<file path="src/sv/lsst_pkg.sv">
// Shared types and constants of the light-seeking stepper tracker.
// Used by the stepper phase module and by the tracker core.
`timescale 1ns / 1ps

package lsst_pkg;

  // Width of the step counters; a turn has at most 63 steps.
  localparam int unsigned CNT_W = 6;

  // Register reset values, wide enough for the widest sample.
  localparam logic [15:0] LOWER_RESET = 16'd100;
  localparam logic [15:0] UPPER_RESET = 16'd2000;

  // Configuration address decode.
  localparam int unsigned ADDR_W = 3;
  localparam logic REG_SEL_LOWER = 1'b0;
  localparam logic REG_SEL_UPPER = 1'b1;

  typedef struct packed {
    logic a;
    logic b;
  } coil_t;

  typedef enum logic [3:0] {
    ST_IDLE = 4'b0001,
    ST_CMP  = 4'b0010,
    ST_STEP = 4'b0100,
    ST_SKIP = 4'b1000
  } state_e;

endpackage

</file>
<file path="src/sv/lsst_stepper.sv">
// Phase and coil state of the two-coil stepper.
// Depends on lsst_pkg for the coil level type.
`timescale 1ns / 1ps

module lsst_stepper (
  input  logic          clk_i,
  input  logic          rst_ni,
  input  logic          step_en_i,
  input  logic          ccw_i,
  output lsst_pkg::coil_t coils_o
);
  import lsst_pkg::*;

  logic  phase_q, phase_d;
  coil_t coil_q, coil_d;
  logic  toggle_a;

  // A clockwise step toggles coil A from phase one, a counterclockwise step from phase zero.
  assign toggle_a = phase_q ^ ccw_i;

  always_comb begin
    phase_d = phase_q;
    coil_d  = coil_q;
    if (step_en_i) begin
      phase_d = ~phase_q;
      if (toggle_a) begin
        coil_d.a = ~coil_q.a;
      end else begin
        coil_d.b = ~coil_q.b;
      end
    end
  end

  always_ff @(posedge clk_i or negedge rst_ni) begin
    if (!rst_ni) begin
      phase_q <= 1'b0;
      coil_q  <= '0;
    end else begin
      phase_q <= phase_d;
      coil_q  <= coil_d;
    end
  end

  assign coils_o = coil_d;

endmodule

</file>
<file path="src/sv/light_seeking_stepper_tracker_core.sv">
// Light-seeking stepper tracker: search sweep, return to the darkest position, then tracking.
// Depends on lsst_pkg and on lsst_stepper for the coil phase state.
// Flow: accept, then compares on one shared comparator, one operand pair per cycle: left against
// right in track mode, or each sample against both thresholds, then the average against the darkest
// value, in search mode; then up to STEPS_PER_TURN + 1 results as the output side takes them.
// Reset clears all control state and loads the thresholds with 100 and 2000.
`timescale 1ns / 1ps

module light_seeking_stepper_tracker_core #(
  parameter int unsigned STEPS_PER_TURN = 20,
  parameter int unsigned SAMPLE_BITS    = 12
) (
  input  logic                          clk_i,
  input  logic                          rst_ni,
  input  logic                          psel,
  input  logic                          penable,
  input  logic                          pwrite,
  input  logic [lsst_pkg::ADDR_W-1:0]   paddr,
  input  logic [31:0]                   pwdata,
  output logic [31:0]                   prdata,
  output logic                          pready,
  input  logic                          in_valid_i,
  output logic                          in_ready_o,
  input  logic [SAMPLE_BITS-1:0]        sample_left_i,
  input  logic [SAMPLE_BITS-1:0]        sample_right_i,
  output logic                          out_valid_o,
  input  logic                          out_ready_i,
  output logic                          coil_a_o,
  output logic                          coil_b_o,
  output logic                          stepped_o,
  output logic                          reverse_o,
  output logic                          tracking_o,
  output logic                          last_o
);
  import lsst_pkg::*;

  localparam logic [CNT_W-1:0] STEPS_C = CNT_W'(STEPS_PER_TURN);

  localparam logic [2:0] CMP_L_LO  = 3'd0;
  localparam logic [2:0] CMP_L_HI  = 3'd1;
  localparam logic [2:0] CMP_R_LO  = 3'd2;
  localparam logic [2:0] CMP_R_HI  = 3'd3;
  localparam logic [2:0] CMP_DARK  = 3'd4;
  localparam logic [2:0] CMP_TRACK = 3'd5;

  state_e state_q, state_d;

  logic [SAMPLE_BITS-1:0] lower_q, upper_q;
  logic [SAMPLE_BITS-1:0] s_left_q, s_left_d, s_right_q, s_right_d;
  logic [SAMPLE_BITS-1:0] avg_q, avg_d;
  logic [SAMPLE_BITS-1:0] dark_val_q, dark_val_d;
  logic [SAMPLE_BITS:0]   sum;
  logic [2:0]             cmp_idx_q, cmp_idx_d;
  logic                   track_q, track_d;
  logic [CNT_W-1:0]       count_q, count_d, count_next;
  logic [CNT_W-1:0]       dark_idx_q, dark_idx_d, dark_idx_new;
  logic                   pend_cw_q, pend_cw_d;
  logic [CNT_W-1:0]       back_q, back_d;
  logic                   darker;

  logic [SAMPLE_BITS-1:0] cmp_a, cmp_b;
  logic                   lt;

  logic                   slot_free;
  logic                   load;
  logic                   step_en, step_ccw, res_last;
  coil_t                  coils_nxt;

  logic                   out_valid_q, out_valid_d;
  logic                   coil_a_q, coil_b_q, stepped_q, reverse_q, tracking_q, last_q;

  logic                   cfg_wr;

  // Configuration port.
  assign pready = 1'b1;
  assign cfg_wr = psel && penable && pwrite;

  always_ff @(posedge clk_i or negedge rst_ni) begin
    if (!rst_ni) begin
      lower_q <= LOWER_RESET[SAMPLE_BITS-1:0];
      upper_q <= UPPER_RESET[SAMPLE_BITS-1:0];
    end else if (cfg_wr) begin
      if (paddr[2] == REG_SEL_LOWER) begin
        lower_q <= pwdata[SAMPLE_BITS-1:0];
      end else begin
        upper_q <= pwdata[SAMPLE_BITS-1:0];
      end
    end
  end

  always_comb begin
    if (paddr[2] == REG_SEL_UPPER) begin
      prdata = 32'(upper_q);
    end else begin
      prdata = 32'(lower_q);
    end
  end

  // Shared comparator: cmp_a < cmp_b.
  always_comb begin
    unique case (cmp_idx_q)
      CMP_L_LO: begin
        cmp_a = lower_q;
        cmp_b = s_left_q;
      end
      CMP_L_HI: begin
        cmp_a = s_left_q;
        cmp_b = upper_q;
      end
      CMP_R_LO: begin
        cmp_a = lower_q;
        cmp_b = s_right_q;
      end
      CMP_R_HI: begin
        cmp_a = s_right_q;
        cmp_b = upper_q;
      end
      CMP_DARK: begin
        cmp_a = avg_q;
        cmp_b = dark_val_q;
      end
      default: begin
        cmp_a = s_left_q;
        cmp_b = s_right_q;
      end
    endcase
  end

  assign lt = cmp_a < cmp_b;

  assign sum          = {1'b0, sample_left_i} + {1'b0, sample_right_i};
  assign darker       = (count_q == '0) || lt;
  assign count_next   = count_q + 1'b1;
  assign dark_idx_new = darker ? count_q : dark_idx_q;
  assign slot_free    = !out_valid_q || out_ready_i;
  assign in_ready_o   = (state_q == ST_IDLE);

  // Sequencer.
  always_comb begin
    state_d    = state_q;
    s_left_d   = s_left_q;
    s_right_d  = s_right_q;
    avg_d      = avg_q;
    cmp_idx_d  = cmp_idx_q;
    track_d    = track_q;
    count_d    = count_q;
    dark_val_d = dark_val_q;
    dark_idx_d = dark_idx_q;
    pend_cw_d  = pend_cw_q;
    back_d     = back_q;
    load       = 1'b0;
    step_en    = 1'b0;
    step_ccw   = 1'b0;
    res_last   = 1'b0;
    unique case (state_q)
      ST_IDLE: begin
        if (in_valid_i) begin
          s_left_d  = sample_left_i;
          s_right_d = sample_right_i;
          avg_d     = sum[SAMPLE_BITS:1];
          cmp_idx_d = track_q ? CMP_TRACK : CMP_L_LO;
          state_d   = ST_CMP;
        end
      end
      ST_CMP: begin
        priority if (cmp_idx_q == CMP_TRACK) begin
          pend_cw_d = lt;
          back_d    = lt ? CNT_W'(0) : CNT_W'(1);
          state_d   = ST_STEP;
        end else if (cmp_idx_q == CMP_DARK) begin
          if (darker) begin
            dark_val_d = avg_q;
            dark_idx_d = count_q;
          end
          pend_cw_d = 1'b1;
          if (count_next >= STEPS_C) begin
            back_d  = STEPS_C - dark_idx_new;
            track_d = 1'b1;
            count_d = '0;
          end else begin
            back_d  = '0;
            count_d = count_next;
          end
          state_d = ST_STEP;
        end else if (lt) begin
          cmp_idx_d = cmp_idx_q + 3'd1;
        end else begin
          state_d = ST_SKIP;
        end
      end
      ST_STEP: begin
        if (slot_free) begin
          load     = 1'b1;
          step_en  = 1'b1;
          step_ccw = !pend_cw_q;
          res_last = pend_cw_q ? (back_q == '0) : (back_q == CNT_W'(1));
          if (pend_cw_q) begin
            pend_cw_d = 1'b0;
          end else begin
            back_d = back_q - 1'b1;
          end
          if (res_last) begin
            state_d = ST_IDLE;
          end
        end
      end
      ST_SKIP: begin
        if (slot_free) begin
          load     = 1'b1;
          res_last = 1'b1;
          state_d  = ST_IDLE;
        end
      end
      default: begin
        state_d = ST_IDLE;
      end
    endcase
  end

  lsst_stepper u_stepper (
    .clk_i     (clk_i),
    .rst_ni    (rst_ni),
    .step_en_i (step_en),
    .ccw_i     (step_ccw),
    .coils_o   (coils_nxt)
  );

  assign out_valid_d = (out_valid_q && !out_ready_i) || load;

  always_ff @(posedge clk_i or negedge rst_ni) begin
    if (!rst_ni) begin
      state_q     <= ST_IDLE;
      cmp_idx_q   <= CMP_L_LO;
      track_q     <= 1'b0;
      count_q     <= '0;
      dark_idx_q  <= '0;
      pend_cw_q   <= 1'b0;
      back_q      <= '0;
      out_valid_q <= 1'b0;
    end else begin
      state_q     <= state_d;
      cmp_idx_q   <= cmp_idx_d;
      track_q     <= track_d;
      count_q     <= count_d;
      dark_idx_q  <= dark_idx_d;
      pend_cw_q   <= pend_cw_d;
      back_q      <= back_d;
      out_valid_q <= out_valid_d;
    end
  end

  always_ff @(posedge clk_i) begin
    s_left_q   <= s_left_d;
    s_right_q  <= s_right_d;
    avg_q      <= avg_d;
    dark_val_q <= dark_val_d;
    if (load) begin
      coil_a_q   <= coils_nxt.a;
      coil_b_q   <= coils_nxt.b;
      stepped_q  <= step_en;
      reverse_q  <= step_ccw;
      tracking_q <= track_q;
      last_q     <= res_last;
    end
  end

  assign out_valid_o = out_valid_q;
  assign coil_a_o    = coil_a_q;
  assign coil_b_o    = coil_b_q;
  assign stepped_o   = stepped_q;
  assign reverse_o   = reverse_q;
  assign tracking_o  = tracking_q;
  assign last_o      = last_q;

  // A request is worked on alone: no second one is taken in the following cycle.
  a_one_at_a_time: assert property (@(posedge clk_i) disable iff (!rst_ni)
    in_valid_i && in_ready_o |=> !in_ready_o)
    else $error("request accepted while another is in progress");

  // Track mode, once entered, is kept.
  a_track_sticky: assert property (@(posedge clk_i) disable iff (!rst_ni)
    track_q |=> track_q)
    else $error("left track mode");

  // A counterclockwise step is never issued with nothing left to return.
  a_back_nonzero: assert property (@(posedge clk_i) disable iff (!rst_ni)
    state_q == ST_STEP && !pend_cw_q |-> back_q != '0)
    else $error("return step with empty count");

  // A result without a step is the only result of its request.
  a_skip_single: assert property (@(posedge clk_i) disable iff (!rst_ni)
    out_valid_o && !stepped_o |-> last_o && !reverse_o)
    else $error("malformed result without a step");

endmodule
</file>
<file path="config.mk">
export PLATFORM = sky130hd
export DESIGN_NAME = light_seeking_stepper_tracker_core
export DESIGN_NICKNAME = d
export VERILOG_FILES = /design/src/sv/lsst_pkg.sv /design/src/sv/lsst_stepper.sv /design/src/sv/light_seeking_stepper_tracker_core.sv
export SDC_FILE = /design/constraint.sdc
export NUM_CORES = 1
export LEC_CHECK = 0
export ABC_AREA = 1
export BUFFER_PORTS_ARGS = -buffer_cell sky130_fd_sc_hd__buf_2
export CORE_AREA = 2 2 127 129
export DETAILED_ROUTE_END_ITERATION = 8
export DIE_AREA = 0 0 129 131
export GPL_ROUTABILITY_DRIVEN = 0
export PLACE_DENSITY_LB_ADDON = 0.1
export SLEW_MARGIN = 30
export SYNTH_ARGS = -nofsm -noshare
export SYNTH_HDL_FRONTEND = slang
export SYNTH_SLANG_ARGS = --single-unit
</file>
<file path="constraint.sdc">
create_clock -name clk_i -period 4.95 [get_ports clk_i]
set_input_delay 0.2475 -clock clk_i [delete_from_list [all_inputs] [get_ports clk_i]]
set_output_delay 0.2475 -clock clk_i [all_outputs]
set_load 0.05 [all_outputs]
</file>
==> summary.md <==
| Metric | Value |
|---|---|
| DIE HEIGHT | `131 um` |
| CTS Sinks | `109` |
| Critical-path maximum fanout | `23` |
| Worst path required time | `4.94 ns` |
| Vias per inst | `4.91` |
| Drt drc | `0` |
| Outcome | `completed` |
| Synthesized area | `0.00607 mm^2` |
| Final setup viols | `0` |
| Later-pin clock latency in the skew report | `0.36 ns` |
| Worst min path class | `input port to async pin` |
| Final slew viol count | `0` |
| Die X | `129 um` |
| Clock Path Buffers | `2` |
| Distinct cells, synth | `50` |
| Syn_area_per_cell | `9.18 um^2` |
| DRT Pass-1 Iters | `4` |
| Grt ovf | `0` |
| Num CTS Buffers | `9` |
| Setup TNS Final | `0 ns` |
| Finished Cell Area | `0.00686 mm^2` |
| Setup crit start kind | `flop` |
| Async set or reset register ratio after synthesis | `50.5%` |
| Setup crit end kind | `flop` |
| Critical Path Start | `cmp_idx_q[0]` |
| Flops & latches, synth | `109` |
| Final Hold Vio Count | `0` |
| Antenna violations before repair | `0` |
| Max-cap viol count | `0` |
| Fmax | `236 MHz` |
| Final nets | `820` |
| Cts hold-fix bufs | `0` |
| Core Box Area | `0.0156 mm^2` |
| Cell area after placement | `0.00655 mm^2` |
| Share of layout cells above drive strength 1 | `17.1%` |
| Die Area | `0.0169 mm^2` |
| CTS-repair resized insts | `0` |
| EDFF count, synth | `54` |
| Leak Pwr | `3.09 nW` |
| Number of global-route vias before repair | `4498` |
| Yosys top cell area share | `26.7%` |
| Io pins | `107` |
| Synth area leaders | `edfxtp_1 27%, dfrtp_1 19%, nand2_1 9.3%` |
| PortBufs | `63` |
| Fin crit share | `85.7%` |
| Initial detailed-routing violation count | `294` |
| Pwr Density | `456 mW/mm^2` |
| Setup Fix Bufs, Post-CTS | `0` |
| Synth warn | `0` |
| RSZ-0062 raised after global routing | `no` |
| Half-perimeter wire length after placement | `10600 um` |
| N_diodes | `0` |
| Relative slew margins | `47.1%` |
| Pin count of the biggest net entering global routing | `56` |
| Starting Density | `38.9%` |
| VDD IR-drop max | `0.000196 V` |
| First-pass GRT wire length | `23000 um` |
| Seq/Total Area, Yosys | `49.6%` |
| Post-Synthesis Cells | `661` |
| Layout Skew | `0.0118 ns` |
| Routed WL per cell | `15.0 um` |
| GRT Total Usage | `17.5%` |
| Final WL | `14100 um` |
| Reg clk slew, reported paths | `0.07 ns` |
| Reg2reg start | `cmp_idx_q[0]` |
| CP arrival | `4.24 ns` |
| Worst Path Class, Setup | `flop to flop` |
| Largest area contributor in the netlist | `edfxtp_1` |
| Most used DFF post-synth | `edfxtp_1` |
| Final ANT Viol Nets | `0` |
| Root buffer cell | `clkbuf_16` |
| P&R area growth vs syn | `12.9%` |
| # rows | `46` |
| Min Clock Period, post-route | `4.24 ns` |
| Vias | `4627` |
| CTS H-tree depth | `3` |
| Worst-Margin Slew | `0.792 ns` |
| TritonCTS clock tree | `built` |
## cells in the final DEF, fill, tap and decap left out, drive strengths merged, types with 2 or more instances in the layout
cell    instances
clkinv          3
edfxtp         54
o221ai          3
nor2           31
dfrtp          45
conb           21
a22o            9
a21boi          2
o21ai          64
nand2         161
buf            68
xor2           15
o21a            2
ha             31
nand4           9
a21oi          33
xnor2           3
dfstp          10
or2             2
inv            81
nand3          19
nand3b          3
a221oi          2
nor3            7
a22oi           4
a32oi           8
o21bai          3
clkbuf          9
o22ai          14
a21o            3
## Yosys cell counts (2+ instances only)
cell	instances
o21ai_0	60
ha_1	31
a21o_1	3
o21ai_2	3
dfstp_2	10
a22o_1	9
nand2_4	4
a22oi_1	3
o22ai_1	14
a32oi_1	8
nand4_1	8
o21a_1	2
inv_2	2
o21bai_1	3
o221ai_1	3
nor3_1	6
a221oi_1	2
a21oi_2	3
xnor2_1	3
edfxtp_1	54
nand3_1	18
inv_1	76
or2_2	2
conb_1	2
buf_4	21
clkbuf_1	15
nor2_1	29
nand2_1	150
dfrtp_1	45
nand2_2	7
a21oi_1	30
nand3b_1	3
xor2_1	15
## sequential cells by signal, indices dropped and copies added, names as in the netlist
signal	flops
u_stepper.phase_q	1
pend_cw_q	1
dark_val_q	12
s_left_q	12
cmp_idx_q	3
coil_a_o	1
reverse_o	1
s_right_q	12
upper_q	12
last_o	1
count_q	6
back_q	6
tracking_o	1
coil_b_o	1
track_q	1
stepped_o	1
out_valid_o	1
state_q	4
lower_q	12
dark_idx_q	6
u_stepper.coil_q	2
avg_q	12
## area by class of cell
cell class	count	area, um^2
fill	1524	8740
sequential	109	3010
multi-input combinational	456	2630
timing repair buffer	68	373
inverter	78	293
tap	216	270
clock buffer	9	225
clock inverter	7	57.6
## critical path, stage by stage, from the launching register on
cell     delay (ns)
dfrtp_1        0.51
inv_1          0.15
ha_1           0.26
nand2_1        0.15
inv_1          0.61
a22o_1         0.26
o22ai_1        0.07
ha_1           0.32
a21oi_1        0.15
o21a_1         0.14
o221a_2        0.20
nand2_4        0.11
nand2_4        0.16
nand2_1        0.25
inv_1          0.52
## per-layer routing
| layer | global-route usage, % | share of wire, % | up-vias |
|---|---|---|---|
| met1 | 23.2 | 48 | 2210 |
| met5 | 0 | 0 | - |
| met3 | 3.42 | 3.9 | 4 |
| met2 | 29.2 | 48 | 88 |
| met4 | 5.50 | 0.29 | 0 |
| li1 | - | - | 2325 |
## worst paths after layout
path	slack [ns]	cells past startpoint	end
max	0.71	14	dark_val_q[3]
max in group asynchronous	4.46	2	u_stepper.coil_q[1]
min in group clk_i	0.07	1	s_right_q[6]
min	0.02	2	count_q[0]
min reg2reg	0.44	0	dark_val_q[10]
max reg2reg	0.71	14	dark_val_q[3]
## where the power goes
group,switching [W],total (W),internal [W]
registers,0.0000971,0.00122,0.00112
clock network,0.000358,0.000707,0.000349
logic,0.000792,0.00120,0.000409
total,0.00125,0.00313,0.00188
## cells by family (layout without fill, tap and decap cells)
| family | after synthesis | in the layout | share of synthesized area, % |
|---|---|---|---|
| mux | 1 | 1 | 0.186 |
| flops | 109 | 109 | 49.6 |
| compound gates | 150 | 150 | 15.4 |
| simple gates | 234 | 234 | 16.9 |
| fa+ha+maj | 32 | 32 | 6.72 |
| xor+xnor | 18 | 18 | 2.60 |
| other cells | 2 | 21 | 0.124 |
| buf+inv | 115 | 162 | 8.43 |
## through the flow
stage | hold slack, ns | power (W) | std cells | setup slack, ns | util (%)
4_1_cts | 0.0529 | 0.00314 | 942 | 0.697 | 43.8
3_3_place_gp | 0.429 | 0.00240 | 926 | 0.756 | 42.0
2_1_floorplan | -0.0481 | 0.00211 | 680 | 0.953 | -
5_1_grt | 0.0610 | 0.00333 | 943 | 0.291 | 44.0
3_5_place_dp | 0.438 | 0.00242 | 926 | 0.725 | 42.0
6_report | 0.0194 | 0.00313 | 943 | 0.706 | 44.0
Note: power is estimated with default switching activity, not from simulation.
